--- src/rtl/blg_pkg.sv ---
`timescale 1ns / 1ps
package blg_pkg;

  localparam int unsigned SAMPLE_W = 12;
  localparam int unsigned RATIO_W  = 10;
  localparam int unsigned SUM_W    = 16;
  localparam int unsigned CNT_W    = 5;
  localparam int unsigned PCT_W    = 7;
  localparam int unsigned KIND_W   = 2;

  // divider geometry: (avg - floor) * 105 needs 17 bits, max - floor fits 10 bits
  localparam int unsigned DIV_NUM_W = 17;
  localparam int unsigned DIV_DEN_W = 10;
  localparam int unsigned DIV_CNT_W = 5;

  localparam logic [SAMPLE_W-1:0] GAUGE_FLOOR     = 12'd3200;
  localparam logic [PCT_W-1:0]    GAUGE_OVERSHOOT = 7'd105;
  localparam logic [PCT_W-1:0]    PCT_MAX         = 7'd100;
  localparam logic [RATIO_W-1:0]  RATIO_FULL      = 10'd500;
  localparam logic [RATIO_W-1:0]  RATIO_CHARGING  = 10'd10;
  localparam logic [RATIO_W-1:0]  RATIO_STEP_UP   = 10'd5;

  localparam logic [KIND_W-1:0] KIND_NONE     = 2'd0;
  localparam logic [KIND_W-1:0] KIND_PERCENT  = 2'd1;
  localparam logic [KIND_W-1:0] KIND_FULL     = 2'd2;
  localparam logic [KIND_W-1:0] KIND_CHARGING = 2'd3;

  typedef enum logic [2:0] {
    ST_IDLE,
    ST_DECIDE,
    ST_AVG_WAIT,
    ST_MUL,
    ST_PCT_GO,
    ST_PCT_WAIT,
    ST_PUSH
  } blg_state_e;

  typedef struct packed {
    logic step;
    logic avg_start;
    logic avg_take;
    logic mul;
    logic pct_start;
    logic pct_take;
    logic push;
  } blg_cmd_t;

  typedef struct packed {
    logic group_done;
    logic above_floor;
    logic div_done;
    logic out_free;
  } blg_sts_t;

endpackage

--- src/rtl/blg_div.sv ---
`timescale 1ns / 1ps
module blg_div
  import blg_pkg::*;
(
  input  logic                 clk_i,
  input  logic                 rst_ni,
  input  logic                 start_i,
  input  logic [DIV_NUM_W-1:0] num_i,
  input  logic [DIV_DEN_W-1:0] den_i,
  output logic                 done_o,
  output logic [DIV_NUM_W-1:0] quot_o
);

  logic                 busy_q, busy_d;
  logic                 done_q, done_d;
  logic [DIV_CNT_W-1:0] cnt_q, cnt_d;
  logic [DIV_DEN_W-1:0] den_q, den_d;
  logic [DIV_DEN_W-1:0] rem_q, rem_d;
  logic [DIV_NUM_W-1:0] quo_q, quo_d;

  logic [DIV_DEN_W:0] rem_sh;
  logic [DIV_DEN_W:0] rem_diff;
  logic               fits;

  // one restoring step per cycle, msb first
  assign rem_sh   = {rem_q, quo_q[DIV_NUM_W-1]};
  assign rem_diff = rem_sh - {1'b0, den_q};
  assign fits     = rem_sh >= {1'b0, den_q};

  always_comb begin
    busy_d = busy_q;
    done_d = 1'b0;
    cnt_d  = cnt_q;
    den_d  = den_q;
    rem_d  = rem_q;
    quo_d  = quo_q;
    if (start_i) begin
      busy_d = 1'b1;
      cnt_d  = DIV_CNT_W'(DIV_NUM_W);
      den_d  = den_i;
      rem_d  = '0;
      quo_d  = num_i;
    end else if (busy_q) begin
      rem_d = fits ? rem_diff[DIV_DEN_W-1:0] : rem_sh[DIV_DEN_W-1:0];
      quo_d = {quo_q[DIV_NUM_W-2:0], fits};
      cnt_d = cnt_q - DIV_CNT_W'(1);
      if (cnt_q == DIV_CNT_W'(1)) begin
        busy_d = 1'b0;
        done_d = 1'b1;
      end
    end
  end

  always_ff @(posedge clk_i or negedge rst_ni) begin
    if (!rst_ni) begin
      busy_q <= 1'b0;
      done_q <= 1'b0;
      cnt_q  <= '0;
    end else begin
      busy_q <= busy_d;
      done_q <= done_d;
      cnt_q  <= cnt_d;
    end
  end

  always_ff @(posedge clk_i) begin
    den_q <= den_d;
    rem_q <= rem_d;
    quo_q <= quo_d;
  end

  assign done_o = done_q;
  assign quot_o = quo_q;

endmodule

--- src/rtl/blg_ctrl.sv ---
`timescale 1ns / 1ps
module blg_ctrl
  import blg_pkg::*;
(
  input  logic     clk_i,
  input  logic     rst_ni,
  input  logic     in_valid_i,
  output logic     in_ready_o,
  input  blg_sts_t sts_i,
  output blg_cmd_t cmd_o
);

  blg_state_e state_q, state_d;

  always_comb begin
    state_d = state_q;
    case (state_q)
      ST_IDLE: begin
        if (in_valid_i) state_d = ST_DECIDE;
      end
      ST_DECIDE: begin
        state_d = sts_i.group_done ? ST_AVG_WAIT : ST_PUSH;
      end
      ST_AVG_WAIT: begin
        state_d = ST_MUL;
      end
      ST_MUL: begin
        state_d = sts_i.above_floor ? ST_PCT_GO : ST_PUSH;
      end
      ST_PCT_GO: begin
        state_d = ST_PCT_WAIT;
      end
      ST_PCT_WAIT: begin
        if (sts_i.div_done) state_d = ST_PUSH;
      end
      ST_PUSH: begin
        if (sts_i.out_free) state_d = ST_IDLE;
      end
      default: begin
        state_d = ST_IDLE;
      end
    endcase
  end

  always_comb begin
    cmd_o      = '0;
    in_ready_o = 1'b0;
    case (state_q)
      ST_IDLE: begin
        in_ready_o = 1'b1;
        cmd_o.step = in_valid_i;
      end
      ST_DECIDE:   cmd_o.avg_start = sts_i.group_done;
      ST_AVG_WAIT: cmd_o.avg_take  = 1'b1;
      ST_MUL:      cmd_o.mul       = 1'b1;
      ST_PCT_GO:   cmd_o.pct_start = 1'b1;
      ST_PCT_WAIT: cmd_o.pct_take  = sts_i.div_done;
      ST_PUSH:     cmd_o.push      = sts_i.out_free;
      default: begin
        cmd_o = '0;
      end
    endcase
  end

  always_ff @(posedge clk_i or negedge rst_ni) begin
    if (!rst_ni) begin
      state_q <= ST_IDLE;
    end else begin
      state_q <= state_d;
    end
  end

endmodule

--- src/rtl/blg_dp.sv ---
`timescale 1ns / 1ps
module blg_dp
  import blg_pkg::*;
#(
  parameter int unsigned AVG_SAMPLES = 16
) (
  input  logic                clk_i,
  input  logic                rst_ni,
  input  logic                cfg_we_i,
  input  logic [SAMPLE_W-1:0] cfg_wdata_i,
  input  logic                usb_present_i,
  input  logic                charger_active_i,
  input  logic                sample_valid_i,
  input  logic [SAMPLE_W-1:0] adc_sample_i,
  input  logic                out_ready_i,
  output logic                out_valid_o,
  output logic [KIND_W-1:0]   report_kind_o,
  output logic [PCT_W-1:0]    percent_level_o,
  output logic [SAMPLE_W-1:0] adc_average_o,
  output logic [SAMPLE_W-1:0] full_scale_o,
  input  blg_cmd_t            cmd_i,
  output blg_sts_t            sts_o
);

  localparam logic [CNT_W-1:0] AVG_CNT = CNT_W'(AVG_SAMPLES);

  // group average as a reciprocal multiply, exact for every 16-bit sum
  localparam int unsigned AVG_SH  = $clog2(AVG_SAMPLES);
  localparam int unsigned RECIP_W = SUM_W + 2;
  localparam int unsigned PROD_W  = SUM_W + RECIP_W;
  localparam logic [RECIP_W-1:0] AVG_RECIP =
    RECIP_W'(((1 << (SUM_W + AVG_SH)) + AVG_SAMPLES - 1) / AVG_SAMPLES);

  logic [RATIO_W-1:0]   ratio_q, ratio_d;
  logic [SUM_W-1:0]     sum_q, sum_d;
  logic [CNT_W-1:0]     count_q, count_d;
  logic [SAMPLE_W-1:0]  max_q, max_d;
  logic [SAMPLE_W-1:0]  avg_q, avg_d;
  logic [SUM_W-1:0]     hold_q, hold_d;
  logic                 group_q, group_d;
  logic [KIND_W-1:0]    kind_q, kind_d;
  logic [PCT_W-1:0]     pct_q, pct_d;
  logic [DIV_NUM_W-1:0] prod_q, prod_d;
  logic [PROD_W-1:0]    avg_prod_q, avg_prod_d;

  logic                out_valid_q, out_valid_d;
  logic [KIND_W-1:0]   out_kind_q;
  logic [PCT_W-1:0]    out_pct_q;
  logic [SAMPLE_W-1:0] out_avg_q;
  logic [SAMPLE_W-1:0] out_max_q;

  logic [SUM_W-1:0]     base_sum, new_sum;
  logic [CNT_W-1:0]     base_cnt, new_cnt;
  logic [SAMPLE_W-1:0]  avg_over, max_over;
  logic [SAMPLE_W-1:0]  new_avg;
  logic                 div_start, div_done;
  logic [DIV_NUM_W-1:0] div_num, div_quot;
  logic [DIV_DEN_W-1:0] div_den;

  assign avg_over = avg_q - GAUGE_FLOOR;
  assign max_over = max_q - GAUGE_FLOOR;
  assign new_avg  = avg_prod_q[SUM_W+AVG_SH +: SAMPLE_W];

  always_comb begin
    ratio_d    = ratio_q;
    sum_d      = sum_q;
    count_d    = count_q;
    max_d      = max_q;
    avg_d      = avg_q;
    hold_d     = hold_q;
    group_d    = group_q;
    kind_d     = kind_q;
    pct_d      = pct_q;
    prod_d     = prod_q;
    avg_prod_d = avg_prod_q;
    base_sum   = sum_q;
    base_cnt   = count_q;
    new_sum    = '0;
    new_cnt    = '0;

    if (cfg_we_i) begin
      max_d = (cfg_wdata_i < GAUGE_FLOOR) ? GAUGE_FLOOR : cfg_wdata_i;
    end

    if (cmd_i.step) begin
      kind_d  = KIND_NONE;
      pct_d   = '0;
      group_d = 1'b0;
      if (usb_present_i) begin
        // ratio counter: slow walk down while charging, fast walk up otherwise
        if (charger_active_i) begin
          if (ratio_q > RATIO_W'(1)) ratio_d = ratio_q - RATIO_W'(1);
        end else if (ratio_q <= RATIO_FULL) begin
          ratio_d = ratio_q + RATIO_STEP_UP;
        end
        if (ratio_d > RATIO_FULL) begin
          kind_d = KIND_FULL;
          max_d  = GAUGE_FLOOR;
        end
        if (ratio_d < RATIO_CHARGING) kind_d = KIND_CHARGING;
      end else begin
        // usb just removed: restart the averaging group
        if (ratio_q != '0) begin
          ratio_d  = '0;
          base_sum = '0;
          base_cnt = '0;
        end
        sum_d   = base_sum;
        count_d = base_cnt;
        if (sample_valid_i) begin
          new_sum = base_sum + SUM_W'(adc_sample_i);
          new_cnt = base_cnt + CNT_W'(1);
          if (new_cnt >= AVG_CNT) begin
            group_d = 1'b1;
            hold_d  = new_sum;
            sum_d   = '0;
            count_d = '0;
          end else begin
            sum_d   = new_sum;
            count_d = new_cnt;
          end
        end
      end
    end

    if (cmd_i.avg_start) begin
      avg_prod_d = PROD_W'(hold_q) * PROD_W'(AVG_RECIP);
    end

    if (cmd_i.avg_take) begin
      avg_d  = new_avg;
      kind_d = KIND_PERCENT;
      if (max_q < new_avg) max_d = new_avg;
    end

    if (cmd_i.mul) begin
      prod_d = DIV_NUM_W'(avg_over[DIV_DEN_W-1:0]) * DIV_NUM_W'(GAUGE_OVERSHOOT);
    end

    if (cmd_i.pct_take) begin
      pct_d = (div_quot > DIV_NUM_W'(PCT_MAX)) ? PCT_MAX : div_quot[PCT_W-1:0];
    end
  end

  // divider: scaled level by span
  assign div_start = cmd_i.pct_start;
  assign div_num   = prod_q;
  assign div_den   = max_over[DIV_DEN_W-1:0];

  blg_div u_div (
    .clk_i  (clk_i),
    .rst_ni (rst_ni),
    .start_i(div_start),
    .num_i  (div_num),
    .den_i  (div_den),
    .done_o (div_done),
    .quot_o (div_quot)
  );

  always_comb begin
    out_valid_d = out_valid_q;
    if (out_ready_i) out_valid_d = 1'b0;
    if (cmd_i.push)  out_valid_d = 1'b1;
  end

  always_ff @(posedge clk_i or negedge rst_ni) begin
    if (!rst_ni) begin
      ratio_q     <= '0;
      sum_q       <= '0;
      count_q     <= '0;
      max_q       <= GAUGE_FLOOR;
      avg_q       <= '0;
      group_q     <= 1'b0;
      out_valid_q <= 1'b0;
    end else begin
      ratio_q     <= ratio_d;
      sum_q       <= sum_d;
      count_q     <= count_d;
      max_q       <= max_d;
      avg_q       <= avg_d;
      group_q     <= group_d;
      out_valid_q <= out_valid_d;
    end
  end

  always_ff @(posedge clk_i) begin
    hold_q     <= hold_d;
    kind_q     <= kind_d;
    pct_q      <= pct_d;
    prod_q     <= prod_d;
    avg_prod_q <= avg_prod_d;
    if (cmd_i.push) begin
      out_kind_q <= kind_q;
      out_pct_q  <= pct_q;
      out_avg_q  <= avg_q;
      out_max_q  <= max_q;
    end
  end

  assign sts_o.group_done  = group_q;
  assign sts_o.above_floor = avg_q > GAUGE_FLOOR;
  assign sts_o.div_done    = div_done;
  assign sts_o.out_free    = !out_valid_q || out_ready_i;

  assign out_valid_o     = out_valid_q;
  assign report_kind_o   = out_kind_q;
  assign percent_level_o = out_pct_q;
  assign adc_average_o   = out_avg_q;
  assign full_scale_o    = out_max_q;

endmodule

--- src/rtl/battery_level_gauge_unit.sv ---
`timescale 1ns / 1ps
// battery level gauge: each input beat (usb present, charger pin, sample flag and
// 12-bit converter reading) produces exactly one output beat carrying a report kind
// (none, percent, full, charging), the percent level, the latest averaged reading and
// the tracked full-scale value. with usb present a ratio counter follows the charger
// pin and reports full or charging; without usb, flagged samples are summed in groups
// of AVG_SAMPLES and each completed group yields an average and a percent level
// (avg - 3200) * 105 / (max - 3200) clamped to 0..100. a beat that does not close a
// group goes from acceptance through a decide step straight to the push. a beat that
// closes a group averages by a reciprocal multiply; at or below 3200 it then goes to
// the push, above it the 17-step restoring divider for the percent runs first. one
// beat is in work at a time; a full output register that is not being read holds the
// final push, and it lets the next beat enter while a result waits. writing cfg_wdata_i
// loads the full-scale reference (raised to at least 3200).
module battery_level_gauge_unit
  import blg_pkg::*;
#(
  parameter int unsigned AVG_SAMPLES = 16
) (
  input  logic        clk_i,
  input  logic        rst_ni,
  // configuration: full-scale reference
  input  logic        cfg_we_i,
  input  logic [11:0] cfg_wdata_i,
  // input beats
  input  logic        s_axis_tvalid,
  output logic        s_axis_tready,
  input  logic [15:0] s_axis_tdata,  // usb_present, charger_active, adc_sample[11:0], pad
  input  logic        s_axis_tuser,  // sample_valid
  // output beats
  output logic        m_axis_tvalid,
  input  logic        m_axis_tready,
  output logic [31:0] m_axis_tdata,  // percent_level[6:0], adc_average[11:0],
                                     // full_scale[11:0], pad
  output logic [1:0]  m_axis_tuser   // report_kind
);

  blg_cmd_t cmd;
  blg_sts_t sts;

  logic [PCT_W-1:0]    percent_level;
  logic [SAMPLE_W-1:0] adc_average;
  logic [SAMPLE_W-1:0] full_scale;

  // sequencing: accept, decide, average, scale, divide, push
  blg_ctrl u_ctrl (
    .clk_i     (clk_i),
    .rst_ni    (rst_ni),
    .in_valid_i(s_axis_tvalid),
    .in_ready_o(s_axis_tready),
    .sts_i     (sts),
    .cmd_o     (cmd)
  );

  // gauge state, averager, divider and output register
  blg_dp #(
    .AVG_SAMPLES(AVG_SAMPLES)
  ) u_dp (
    .clk_i           (clk_i),
    .rst_ni          (rst_ni),
    .cfg_we_i        (cfg_we_i),
    .cfg_wdata_i     (cfg_wdata_i),
    .usb_present_i   (s_axis_tdata[0]),
    .charger_active_i(s_axis_tdata[1]),
    .sample_valid_i  (s_axis_tuser),
    .adc_sample_i    (s_axis_tdata[13:2]),
    .out_ready_i     (m_axis_tready),
    .out_valid_o     (m_axis_tvalid),
    .report_kind_o   (m_axis_tuser),
    .percent_level_o (percent_level),
    .adc_average_o   (adc_average),
    .full_scale_o    (full_scale),
    .cmd_i           (cmd),
    .sts_o           (sts)
  );

  // pack output fields from the lowest bit up
  assign m_axis_tdata = {1'b0, full_scale, adc_average, percent_level};

  // percent never exceeds 100
  a_pct_range: assert property (@(posedge clk_i) disable iff (!rst_ni)
    m_axis_tvalid |-> (percent_level <= PCT_MAX))
    else $error("percent level above 100");

  // only a percent report carries a nonzero level
  a_pct_kind: assert property (@(posedge clk_i) disable iff (!rst_ni)
    (m_axis_tvalid && (m_axis_tuser != KIND_PERCENT)) |-> (percent_level == '0))
    else $error("nonzero percent on a non-percent report");

  // full scale never drops below the floor
  a_fs_floor: assert property (@(posedge clk_i) disable iff (!rst_ni)
    m_axis_tvalid |-> (full_scale >= GAUGE_FLOOR))
    else $error("full scale below floor");

  // one beat in work at a time
  a_one_beat: assert property (@(posedge clk_i) disable iff (!rst_ni)
    (s_axis_tvalid && s_axis_tready) |=> !s_axis_tready)
    else $error("second beat accepted while busy");

endmodule

--- config.mk ---
export PLATFORM = sky130hd
export DESIGN_NAME = battery_level_gauge_unit
export DESIGN_NICKNAME = d
export VERILOG_FILES = /design/src/rtl/blg_pkg.sv /design/src/rtl/blg_div.sv /design/src/rtl/blg_ctrl.sv /design/src/rtl/blg_dp.sv /design/src/rtl/battery_level_gauge_unit.sv
export SDC_FILE = /design/constraint.sdc
export NUM_CORES = 1
export LEC_CHECK = 0
export BUFFER_PORTS_ARGS = -buffer_cell sky130_fd_sc_hd__buf_2
export CORE_AREA = 4 4 171 173
export DETAILED_ROUTE_END_ITERATION = 8
export DIE_AREA = 0 0 175 177
export PLACE_DENSITY = 0.53
export REMOVE_ABC_BUFFERS = 1
export SETUP_SLACK_MARGIN = 0.3
export SLEW_MARGIN = 15
export SYNTH_ARGS = -nofsm -noshare
export SYNTH_HDL_FRONTEND = slang
export SYNTH_SLANG_ARGS = --single-unit
--- constraint.sdc ---
create_clock -name clk_i -period 13 [get_ports clk_i]
set_clock_uncertainty 0.05 [all_clocks]
set_input_delay 0.65 -clock clk_i [delete_from_list [all_inputs] [get_ports clk_i]]
set_output_delay 0.65 -clock clk_i [all_outputs]
set_load 0.01 [all_outputs]
=== Yosys cells after proc, flatten, opt, wreduce, memory -nomap -nowiden ===
Index checks and enable logic that the tools add are counted.

* Bits in registers: 195
* Bits of input ports: 34
* Output and inout bits: 36
* Word-level logic and storage cells: 125

* $add $sub $neg: 8
* Equality and inequality tests: 10
* Reductions and logical operators: 12
* Bitwise logic cells: 1
* Multiply operators: 1
* Magnitude comparators: 10
* Multiplexer cells: 60

{| class="wikitable"
|+ Operators by type and width
! operator !! count
|-
| 2-to-1 mux 12 bit || 7
|-
| 2-to-1 mux 10 bit || 8
|-
| 2-to-1 mux 16 bit || 5
|-
| 2-to-1 mux 5 bit || 7
|-
| 2-to-1 mux 17 bit || 2
|-
| 2-to-1 mux 7 bit || 3
|-
| case mux 3 bit (7 select lines) || 1
|-
| subtractor 10 x 8 -> 10 bit (second input constant) || 2
|-
| 2-to-1 mux 1 bit || 19
|-
| greater-than comparator 17 x 7 -> 1 bit (second input constant) || 1
|-
| multiplier 10 x 7 -> 17 bit (second input constant) || 1
|-
| adder 16 x 12 -> 16 bit || 1
|-
| greater-than comparator 12 bit (second input constant) || 1
|-
| less-than comparator 12 bit || 1
|-
| less-than comparator 12 bit (second input constant) || 1
|-
| 2-to-1 mux 3 bit || 4
|-
| greater-or-equal comparator 11 x 10 -> 1 bit || 1
|-
| adder 10 x 3 -> 10 bit (second input constant) || 1
|-
| greater-than comparator 10 x 1 -> 1 bit (second input constant) || 1
|-
| greater-than comparator 10 x 9 -> 1 bit (second input constant) || 1
|-
| <= comparator 10 x 9 -> 1 bit (second input constant) || 1
|-
| less-than comparator 10 x 4 -> 1 bit (second input constant) || 1
|-
| nonzero test 10 bit || 1
|-
| subtractor 10 x 1 -> 10 bit (second input constant) || 1
|-
| 19 further kinds || 30
|}

=== Longest topological paths before layout ===
Gate-level depths: netlist of run 1.

* Depth in word-level cells: 11
* Mapped depth: 18
* Depth with buffers taken out: 15

=== Modules after synthesis ===
Synthesis of run 1 repeated with hierarchy kept, for this count alone.

* Cell total of the unflattened synthesis: 944
* Area, all modules: 10,535.1 sq um

{| class="wikitable"
|+ Modules (own cells, without submodules)
! module !! cells each !! area each (sq um) !! sequential area each (sq um) !! times used
|-
| blg_dp || 724 || 7,982.7 || 3,902.5 || 1
|-
| blg_div || 192 || 2,293.4 || 1,186.1 || 1
|-
| blg_ctrl || 26 || 247.7 || 75.1 || 1
|-
| battery_level_gauge_unit || 2 || 11.3 || 0.0 || 1
|}

=== Least setup slack after synthesis of run 1 ===
No wires, ideal clock.

* Path type: flip-flop to flip-flop
* Start: register u_dp.ratio_q[5]
* End: register u_dp.hold_q[14], data pin
* Setup time: 267 ps
* Arrival time: 3,809 ps
* Period minus slack after synthesis: 4,126 ps
* Buffers on the path: 3
* Stages on the path, launching flop included: 17
* Required time: 12,683 ps
* Slack: 8,874 ps
* Cells stage by stage: dfrtp_1 buf_6 or4_4 nor3_1 clkbuf_1 clkbuf_1 and2_1 ha_1 inv_1 fa_1 nor2b_1 o21a_1 o21ai_0 a2111oi_0 o31a_1 a31o_2 a21oi_1

* Longest elaborated chain between the ends: 5

{| class="wikitable"
|+ RTL lines
! item !! RTL line !! RTL
|-
| from (decl) || blg_dp.sv:34 || <nowiki>logic [RATIO_W-1:0] ratio_q, ratio_d;</nowiki>
|-
| from (signal assigned) || blg_dp.sv:176 || <nowiki>ratio_q <= ratio_d;</nowiki>
|-
| nonzero test 10 bit || blg_dp.sv:103 || <nowiki>if (ratio_q != '0) begin</nowiki>
|-
| 2-to-1 mux 16 bit || blg_dp.sv:103 ||
|-
| 2-to-1 mux 16 bit || blg_dp.sv:89 || <nowiki>if (usb_present_i) begin</nowiki>
|-
| 2-to-1 mux 16 bit || blg_dp.sv:85 || <nowiki>if (cmd_i.step) begin</nowiki>
|-
| adder 16 x 12 -> 16 bit || blg_dp.sv:111 || <nowiki>new_sum = base_sum + SUM_W'(adc_sample_i);</nowiki>
|-
| to (signal assigned) || blg_dp.sv:187 || <nowiki>hold_q <= hold_d;</nowiki>
|-
| to (decl) || blg_dp.sv:39 || <nowiki>logic [SUM_W-1:0] hold_q, hold_d;</nowiki>
|}

No other way between the ends. The select of a mux whose other input is x is not followed.
A chain may end at the register's enable or synchronous reset.

=== Final worst setup path of run 1 ===
Same ends and word-level chain as after synthesis.

==> results.sh, run 1 <==
export IMPL_fp_dieW_um=175
export IMPL_r2r_cells=14
export IMPL_dp_hpwl_mm=15.87
export IMPL_globalplace_congestion=0.8032
export IMPL_start_util_pct=37.80
export IMPL_mostFrequentLayoutCell="nand2_1"
export IMPL_busiest_layer="met2"
export IMPL_path_class="register to register"
export IMPL_hold_viol_final=0
export IMPL_synthToLayoutAreaGrowth_pct=11.96
export IMPL_maxCapViolations=0
export IMPL_p_per_area_mw_per_mm2=282.7
export IMPL_leakage_nw=5.115
export IMPL_fin_crit_ns=4.319
export IMPL_fmax_mhz=231.5
export IMPL_drtIter0Drc=338
export IMPL_antenna_found_initial=0
export IMPL_dpl_cell_area_mm2=0.01114
export IMPL_grt_use_total_pct=14.38
export IMPL_regArea_mm2=0.005164
export IMPL_via_per_inst=4.903
export IMPL_clk_pin_slew_ns=0.08
export IMPL_synth_edf_count=108
export IMPL_max_slew_margin_pct=30.97
export IMPL_crit_required_ns=13.12
export IMPL_cts_tree="done"
export IMPL_postCtsSetupBuffers=0
export IMPL_final_cell_mix="114 x nand2_1, 108 x edfxtp_1, 91 x ha_1"
export IMPL_vias=6942
export IMPL_maxSlewViolCount=0
export IMPL_grt_pass1_wl_mm=36.09
export IMPL_holdWs_ns=0.3226
export IMPL_synth_seq_cells=187
export IMPL_syn_avg_cell_area_um2=10.79
export IMPL_cts_root_buffer="clkbuf_16"
export IMPL_fin_crit_sh_pct=33.22
export IMPL_final_net_count=1162
export IMPL_ys_types=87
export IMPL_cts_resized=0
export IMPL_synthesis_area_mm2=0.01044
export IMPL_grt_overflow=0
export IMPL_n_antenna_cell=0
export IMPL_clock_sinks=187
export IMPL_nFillCells=2715
export IMPL_io_buffers=66
export IMPL_dp_cells=1384
export IMPL_wl_mm=21.48
export IMPL_startpoint_type="register"
export IMPL_met3_usage_pct=2.286
export IMPL_clockBufferDepth=2
export IMPL_die_area_mm2=0.03098
export IMPL_use_met2_pct=24.51
export IMPL_drc=0
export IMPL_synthFlopType="edfxtp_1"
export IMPL_yosysWarnings=0
export IMPL_met1_usage_pct=19.18
export IMPL_rsz0062_at_grt="false"
export IMPL_coreArea_mm2=0.02763
export IMPL_core_rowCount=61
export IMPL_postCtsHoldBufs=0
export IMPL_drive_gt1_share_pct=13.68
export IMPL_multi_input_area_mm2=0.004796
export IMPL_clk_latency_ns=0.44
export IMPL_finalSetupViolations=0
export IMPL_tightest_slew_ns=1.033
export IMPL_final_cells=1416
export IMPL_min_path_type="primary input to async pin"
export IMPL_path_max_fanout=20
export IMPL_peakVddDrop_uv=157.6
export IMPL_grt_pass1_vias=7100
export IMPL_grt_max_degree=68
export IMPL_ctsHtreeMaxLevel=4
export IMPL_ys_seq_area_share_pct=49.44
export IMPL_design_area_mm2=0.01169
export IMPL_status="complete, no violations"
export IMPL_die_height_um=177
export IMPL_io_pins=70
export IMPL_cts_inserted_buffers=17
export IMPL_end_kind="register"
export IMPL_tns_ns=0
export IMPL_syn_inst=968
export IMPL_post_drt_wl_per_cell_um=15.17
export IMPL_antenna_left=0
export IMPL_total_power_mw=3.305
export IMPL_dr_pass1_iters=4
export IMPL_async_flop_share_pct=35.83
export IMPL_cp_arrival_ns=4.44
==> power by group <==
group	internal, mW	leakage [nW]	switching [mW]
combinational	0.785	2.88	0.923
clock	0.252	0.273	0.245
sequential	0.930	1.96	0.170
total	1.97	5.12	1.34
==> worst paths after layout <==
check	slack, ns	start	endpoint
max	8.68	u_dp.ratio_q[5]	u_dp.hold_q[14]
min	0.32	rst_ni	u_dp.u_div.cnt_q[2]
max reg2reg	8.68	u_dp.ratio_q[5]	u_dp.hold_q[14]
min reg2reg	0.37	u_dp.pct_q[0]	u_dp.percent_level_o[0]
max in group asynchronous	11.99	rst_ni	u_dp.ratio_q[6]
min in group clk_i	0.37	u_dp.pct_q[0]	u_dp.percent_level_o[0]
==> registers in the layout (all words and copies together) (netlist names), 2 cells and up <==
signal                flops
u_dp.div_num             17
u_dp.count_q              5
u_dp.sum_q               16
u_dp.pct_q                7
u_dp.report_kind_o        2
u_dp.u_div.cnt_q          5
u_dp.avg_q               12
u_dp.ratio_q             10
u_dp.full_scale_o        12
u_dp.u_div.rem_q         10
u_dp.avg_prod_q          12
u_dp.hold_q              12
u_dp.u_div.quot_o        17
u_dp.max_q               12
u_dp.percent_level_o      7
u_dp.kind_q               2
u_dp.adc_average_o       12
u_dp.u_div.den_q         10
u_ctrl.state_q            3
==> metrics by stage <==
stage               utilization, %  worst slack [ns]
global route                 42.32             8.415
detailed placement           40.31             8.710
finish                       42.32             8.681
CTS                          42.32             8.677
global placement             40.31             8.662
floorplan                        -             8.645
==> logic make-up after synthesis <==
kind of cell	count (synthesis)	synth area share, %
buffers and inverters	121	4.888
DFF	187	49.44
adders and majority gates	103	13.20
AOI/OAI and AO/OA	189	12.86
muxes	14	1.390
xor gates and xnor gates	42	3.522
and+or+nand+nor	311	14.66
other	1	0.03591
==> worst max-delay path, stage by stage, from the launching register on <==
cell       delay [ns]
dfrtp_1          0.51
or4_4            0.63
nor3_2           0.16
buf_4            0.25
and2_1           0.16
ha_1             0.15
inv_1            0.05
fa_1             0.40
nor2b_1          0.13
o21a_1           0.13
o21ai_0          0.13
a2111oi_0        0.65
o31a_1           0.37
a31o_2           0.20
a21oi_1          0.05
==> metal layers <==
metal / vias up / wire [um]
met5: - / 0
met1: 3294 / 10410
met3: 15 / 477
met4: 0 / 251
met2: 67 / 10340
li1: 3566 / -
==> synthesized netlist by cell type (5+ instances only) <==
library cell | instances | area share [%]
and3_1 | 5 | 0.30
edfxtp_1 | 108 | 31
a21o_1 | 8 | 0.58
nor3_1 | 23 | 1.1
a21oi_1 | 38 | 1.8
mux2i_1 | 10 | 0.96
buf_4 | 6 | 0.43
dfrtp_1 | 64 | 15
o31ai_1 | 8 | 0.58
nor2b_1 | 17 | 1.0
and2_1 | 20 | 1.2
xnor2_1 | 31 | 2.6
nand2_1 | 114 | 4.1
or3_1 | 7 | 0.42
dfxtp_1 | 12 | 2.3
inv_1 | 87 | 3.1
nor3b_1 | 5 | 0.36
ha_1 | 91 | 11
fa_1 | 12 | 2.3
nand2b_1 | 7 | 0.42
nand3_1 | 16 | 0.77
a31oi_1 | 8 | 0.48
xor2_1 | 11 | 0.92
a22o_1 | 16 | 1.3
nor2_1 | 60 | 2.2
clkbuf_1 | 20 | 0.72
a211oi_1 | 12 | 0.86
o21ai_0 | 40 | 1.9
nand4_1 | 11 | 0.66
==> layout make-up <==
class | count | share of cell area (%)
clock inverters | 15 | 1.113
repair buffers | 72 | 3.232
multi-input cells | 660 | 41.02
flip-flops and latches | 187 | 44.16
well taps | 378 | 4.045
clock buffers | 17 | 3.638
inverters | 87 | 2.793
(Power assumes the default switching activity.)
==> inputs of run 2 (changes only) <==
Settings changed: ABC_AREA from default to 1, CORE_AREA 4 4 171 173 to 4 4 172 174, DIE_AREA 0 0 175 177 to 0 0 176 178.
Clock period 13 ns to 4.1 ns, I/O delays scaled along.
==> run 2 against run 1 <==
Final cell count rose by 15%. Via count rose by 11%. Maximum frequency rose by 17%. Synthesized cell count rose by 19%. Global-route usage rose by 0.53 points. Critical path type unchanged.
==> results.sh, run 2 <==
export IMPL_globalplace_congestion=0.8546
export IMPL_final_cell_mix="257 x nand2_1, 179 x inv_1, 108 x edfxtp_1"
export IMPL_path_max_fanout=6
export IMPL_io_pins=70
export IMPL_tns_ns=0
export IMPL_clk_pin_slew_ns=0.07
export IMPL_drtIter0Drc=378
export IMPL_ys_types=49
export IMPL_grt_use_total_pct=14.91
export IMPL_coreArea_mm2=0.02778
export IMPL_ys_seq_area_share_pct=49.06
export IMPL_maxCapViolations=0
export IMPL_grt_max_degree=54
export IMPL_fmax_mhz=270.2
export IMPL_synthToLayoutAreaGrowth_pct=14.80
export IMPL_slowest_delay_ns=0.50
export IMPL_min_from="s_axis_tdata[2]"
export IMPL_r2r_start="u_dp.avg_q[1]"
export IMPL_startpoint_type="register"
export IMPL_core_rowCount=61
export IMPL_path_class="register to register"
export IMPL_maxSlewViolCount=0
export IMPL_fin_crit_ns=3.701
export IMPL_wl_mm=22.63
export IMPL_hold_path_end="u_dp.sum_q[0]"
export IMPL_cp_arrival_ns=3.83
export IMPL_pre_cts_slack_ns=0.09068
export IMPL_whs_path_depth=4
export IMPL_die_area_mm2=0.03133
export IMPL_yosysMostFrequentCell="nand2_1"
export IMPL_synth_top_area_share_pct=30.81
export IMPL_synth_seq_cells=187
export IMPL_synth_area_leader_cell="edfxtp_1"
export IMPL_crit_family="adder cells"
export IMPL_synthesis_area_mm2=0.01053
export IMPL_finalSetupViolations=0
export IMPL_yosysWarnings=0
export IMPL_post_drt_wl_per_cell_um=13.88
export IMPL_final_net_count=1376
export IMPL_antenna_left=0
export IMPL_synth_area_leaders="edfxtp_1 31%, dfrtp_1 15%, ha_1 11%"
export IMPL_fp_dieW_um=176
export IMPL_crit_chain="ha_1, inv_1, fa_1, inv_1, ha_1, inv_1, fa_1, inv_1, ha_2, a21oi_1, nand2_1, a21oi_2, o21ai_2, a21oi_1, nor2_1, nor2_1, xor2_1"
export IMPL_fin_crit_sh_pct=90.26
export IMPL_rsz0062_at_grt="true"
export IMPL_nFillCells=2803
export IMPL_start_util_pct=37.89
export IMPL_clock_sinks=187
export IMPL_n_antenna_cell=0
export IMPL_r2r_cells=17
export IMPL_clk_latency_ns=0.43
export IMPL_dp_cells=1587
export IMPL_grt_pass1_wl_mm=37.54
export IMPL_synth_edf_count=108
export IMPL_dp_hpwl_mm=17.01
export IMPL_crit_required_ns=4.23
export IMPL_tightest_slew_ns=1.082
export IMPL_status="complete, no violations"
export IMPL_antenna_found_initial=0
export IMPL_die_height_um=178
export IMPL_cts_tree="done"
export IMPL_end_kind="register"
export IMPL_syn_inst=1153
export IMPL_syn_avg_cell_area_um2=9.128
export IMPL_cts_root_buffer="clkbuf_16"
export IMPL_worst_path_most_repeated_cell="inv_1"
export IMPL_via_per_inst=4.708
export IMPL_clockBufferDepth=2
export IMPL_drive_gt1_share_pct=12.06
export IMPL_slowest_stage="fa_1"
export IMPL_io_buffers=66
export IMPL_async_flop_share_pct=35.83
export IMPL_cts_inserted_buffers=17
export IMPL_mostFrequentLayoutCell="nand2_1"
export IMPL_min_path_type="primary input to register"
export IMPL_dr_pass1_iters=5
export IMPL_final_cells=1630
export IMPL_ctsHtreeMaxLevel=4
export IMPL_path_buf_inv=4
export IMPL_synthFlopType="edfxtp_1"
export IMPL_worst_slack_ns=0.3992
export IMPL_hold_viol_final=0
export IMPL_regToRegSetupSlack_ns=0.40
export IMPL_max_slew_margin_pct=27.67
export IMPL_grt_overflow=0
export IMPL_drc=0
export IMPL_grt_pass1_vias=7545
export IMPL_vias=7674
export IMPL_rr_endpoint="u_dp.div_num[16]"
export IMPL_yosys_top_cells_count="257 x nand2_1, 179 x inv_1, 108 x edfxtp_1, 91 x ha_1, 88 x nor2_1"
[run 2: cell count changes in the layout (fill, tap and decap cells not counted), moves of 21 or more]
cell,previous run,this run
nor2_1,60,86
xor2_1,11,32
o21ai_0,39,73
inv_1,87,179
nand3_1,16,59
nand2_1,114,257
[run 2: kinds of logic after synthesis]
| family | share of synthesized area (%) |
|---|---|
| compound gates | 8.987 |
| xor+xnor | 3.661 |
| fa+ha+maj | 13.10 |
| buf+inv | 7.584 |
| flops | 49.06 |
| other cells | 0.03563 |
| simple gates | 17.57 |
[run 2: per-stage QoR]
step / hold WS [ns] / area [um^2] / utilization [%]
final: 0.06947 / 12080 / 43.49
after global routing: 0.08958 / 12080 / 43.49
after CTS: 0.05186 / 11990 / 43.17
after detailed placement: 0.04173 / 11320 / 40.74
after global placement: 0.03737 / 11320 / 40.74
after floorplan: -0.1406 / 10420 / -
[run 2: worst reg2reg max path: cells and delay by family (launching register included)]
| family | cells | cell delay, ns |
|---|---|---|
| AOI/OAI and AO/OA | 4 | 0.56 |
| DFF | 1 | 0.45 |
| xor gates and xnor gates | 1 | 0.07 |
| buffers and inverters | 4 | 0.19 |
| and+or+nand+nor | 3 | 0.28 |
| adders and majority gates | 5 | 1.87 |
[run 2: what timing repair did]
item / CTS / global route
hold buffers: 2 / 0
pin swaps: 1 / 2
buffers inserted: 1 / 8
hold endpoints to repair: 15 / 0
endpoints found under the setup margin: 2 / 5
gates resized for setup: 7 / 10
[run 2: area by class of cell]
| cell class | count | area [um^2] | area share (%) |
|---|---|---|---|
| multi-input cells | 761 | 4613 | 38.18 |
| clock inverters | 15 | 209.0 | 1.729 |
| flip-flops and latches | 187 | 5170 | 42.79 |
| clock buffers | 17 | 425.4 | 3.521 |
| well taps | 378 | 473.0 | 3.914 |
| repair buffers | 87 | 495.5 | 4.101 |
| inverters | 185 | 696.9 | 5.768 |
[run 2: how the worst max path moves through the flow]
stage | from | end | slack, ns | depth (start not counted)
after floorplan | u_dp.avg_q[2] | u_dp.div_num[16] | 0.44 | 16
after global placement | u_dp.avg_q[2] | u_dp.div_num[16] | 0.20 | 16
after detailed placement | u_dp.avg_q[2] | u_dp.div_num[16] | 0.09 | 16
after CTS | u_dp.avg_q[1] | u_dp.div_num[16] | 0.29 | 17
after global routing | u_dp.avg_q[4] | u_dp.div_num[16] | 0.24 | 17
final | u_dp.avg_q[1] | u_dp.div_num[16] | 0.40 | 17
[run 2: metal layers]
layer | track usage [%] | routed length [um] | vias to the layer above
met3 | 3.031 | 686 | 22
met1 | 19.60 | 10660 | 3579
met5 | 0 | 0 | -
li1 | - | - | 3974
met4 | 3.054 | 235 | 0
met2 | 25.76 | 11050 | 99
Power of run 2 is not shown: default switching activity piles up to over one toggle a cycle in this logic, so the estimate is an artifact.
==> inputs of run 3 (changes only) <==
Settings changed: RECOVER_POWER from default to 50.
==> run 3 against run 2 <==
The run now ends with max-capacitance violations, max-slew violations left. Non-clock buffer count unchanged. Core utilization decreased by 0.30 points. Register-to-register slack got worse by 0.02 ns. Die area unchanged. Final cell count unchanged. Sequential cell count unchanged. Worst setup slack got worse by 0.018 ns. Sequential share of layout area increased by 0.27 points. Critical path type unchanged.
==> results.sh, run 3 (synthesis results as in run 2) <==
export IMPL_clk_latency_ns=0.43
export IMPL_antenna_left=0
export IMPL_min_path_type="primary input to register"
export IMPL_fin_crit_sh_pct=90.69
export IMPL_clockBufferDepth=2
export IMPL_coreArea_mm2=0.02778
export IMPL_post_drt_wl_per_cell_um=13.88
export IMPL_maxSlewViolCount=48
export IMPL_grt_overflow=0
export IMPL_dr_pass1_iters=5
export IMPL_hold_viol_final=0
export IMPL_drtIter0Drc=397
export IMPL_maxCapViolations=1
export IMPL_worst_path_most_repeated_cell="inv_1"
export IMPL_cp_arrival_ns=3.85
export IMPL_worst_slack_ns=0.3816
export IMPL_dp_hpwl_mm=17.01
export IMPL_path_max_fanout=6
export IMPL_crit_required_ns=4.23
export IMPL_grt_max_degree=54
export IMPL_clk_pin_slew_ns=0.07
export IMPL_mostFrequentLayoutCell="nand2_1"
export IMPL_fin_crit_ns=3.718
export IMPL_cts_inserted_buffers=17
export IMPL_clock_sinks=187
export IMPL_status="finished with violations"
export IMPL_ctsHtreeMaxLevel=4
export IMPL_start_util_pct=37.89
export IMPL_tns_ns=0
export IMPL_via_per_inst=4.713
export IMPL_drc=0
export IMPL_finalSetupViolations=0
export IMPL_tightest_slew_ns=1.972
export IMPL_globalplace_congestion=0.8546
export IMPL_dp_cells=1587
export IMPL_grt_pass1_vias=7545
export IMPL_io_pins=70
export IMPL_die_area_mm2=0.03133
export IMPL_vias=7683
export IMPL_pre_cts_slack_ns=0.09068
export IMPL_regArea_mm2=0.005166
export IMPL_final_cell_mix="257 x nand2_1, 179 x inv_1, 108 x edfxtp_1"
export IMPL_grt_use_total_pct=14.91
export IMPL_grt_pass1_wl_mm=37.54
export IMPL_startpoint_type="register"
export IMPL_cts_tree="done"
export IMPL_core_rowCount=61
export IMPL_antenna_found_initial=0
export IMPL_path_class="register to register"
export IMPL_fmax_mhz=268.9
export IMPL_drive_gt1_share_pct=8.147
export IMPL_final_net_count=1376
export IMPL_rsz0062_at_grt="true"
export IMPL_crit_chain="ha_1, inv_1, fa_1, inv_1, ha_1, inv_1, fa_1, inv_1, ha_2, a21oi_1, nand2_1, a21oi_2, o21ai_2, a21oi_1, nor2_1, nor2_1, xor2_1"
export IMPL_slowest_stage="fa_1"
export IMPL_io_buffers=66
export IMPL_slowest_delay_ns=0.50
export IMPL_wl_mm=22.63
export IMPL_final_cells=1630
export IMPL_end_kind="register"
export IMPL_max_slew_margin_pct=-31.44
export IMPL_synthToLayoutAreaGrowth_pct=14.00
export IMPL_fp_dieW_um=176
export IMPL_nFillCells=2817
export IMPL_multi_input_area_mm2=0.004606
export IMPL_cts_root_buffer="clkbuf_16"
export IMPL_violations="max-capacitance violations, max-slew violations"
export IMPL_n_antenna_cell=0
export IMPL_die_height_um=178
run 3: changes by cell type in the layout (fill, tap and decap cells not counted):
cell / before / now
clkbuf_2: 0 / 1
buf_4: 20 / 11
dfrtp_1: 59 / 62
dfstp_1: 0 / 3
nor2_1: 86 / 87
clkbuf_1: 0 / 42
dfrtp_2: 5 / 2
buf_2: 65 / 30
clkbuf_4: 0 / 1
nor2_4: 4 / 3
dfstp_2: 3 / 0
run 3: repair_timing:
action | 4_1_cts | 5_1_grt
endpoints found under the hold margin | 15 | 0
buffers inserted | 1 | 8
setup endpoints to repair | 2 | 5
resized for setup | 7 | 10
hold buffers | 2 | 0
pin swaps | 1 | 2
run 3: worst paths after layout:
path / slack (ns) / start / cells after the start / to
max reg2reg: 0.38 / u_dp.avg_q[1] / 17 / u_dp.div_num[16]
max in group asynchronous: 1.65 / rst_ni / 3 / u_dp.max_q[2]
min: 0.07 / s_axis_tdata[2] / 4 / u_dp.sum_q[0]
min reg2reg: 0.37 / u_dp.pct_q[2] / 0 / u_dp.percent_level_o[2]
max: 0.38 / u_dp.avg_q[1] / 17 / u_dp.div_num[16]
min in group asynchronous: 0.40 / rst_ni / 2 / u_dp.u_div.cnt_q[3]
run 3: metrics by stage:
step	hold WS (ns)	instance area [um^2]	util [%]
CTS	0.05186	11990	43.17
finish	0.06935	12000	43.19
floorplan	-0.1406	10420	-
global placement	0.03737	11320	40.74
detailed placement	0.04173	11320	40.74
global route	0.08958	12000	43.19
run 3: area by class of cell:
type / count / share of cell area (%)
Multi-Input combinational cell: 761 / 38.38
Clock buffer: 17 / 3.545
Inverter: 185 / 5.808
Tap cell: 378 / 3.942
Timing Repair Buffer: 87 / 3.525
Clock inverter: 15 / 1.741
Sequential cell: 187 / 43.06
run 3: worst max-delay path: cells and delay by family, from the launching register on:
family / cells / cell delay [ns]
flip-flops: 1 / 0.45
AO/OA/AOI/OAI: 4 / 0.56
buffers and inverters: 4 / 0.19
AND/OR/NAND/NOR: 3 / 0.28
adder cells (fa/ha/maj): 5 / 1.89
XOR/XNOR: 1 / 0.07
run 3: metal layers:
layer	global-route usage, %	part of all wire [%]	vias up
met5	0	0	-
met4	3.054	1.0	0
met3	3.031	3.2	21
met2	25.76	49	107
met1	19.60	47	3581
li1	-	-	3974
Power of run 3 is left out for the same reason.
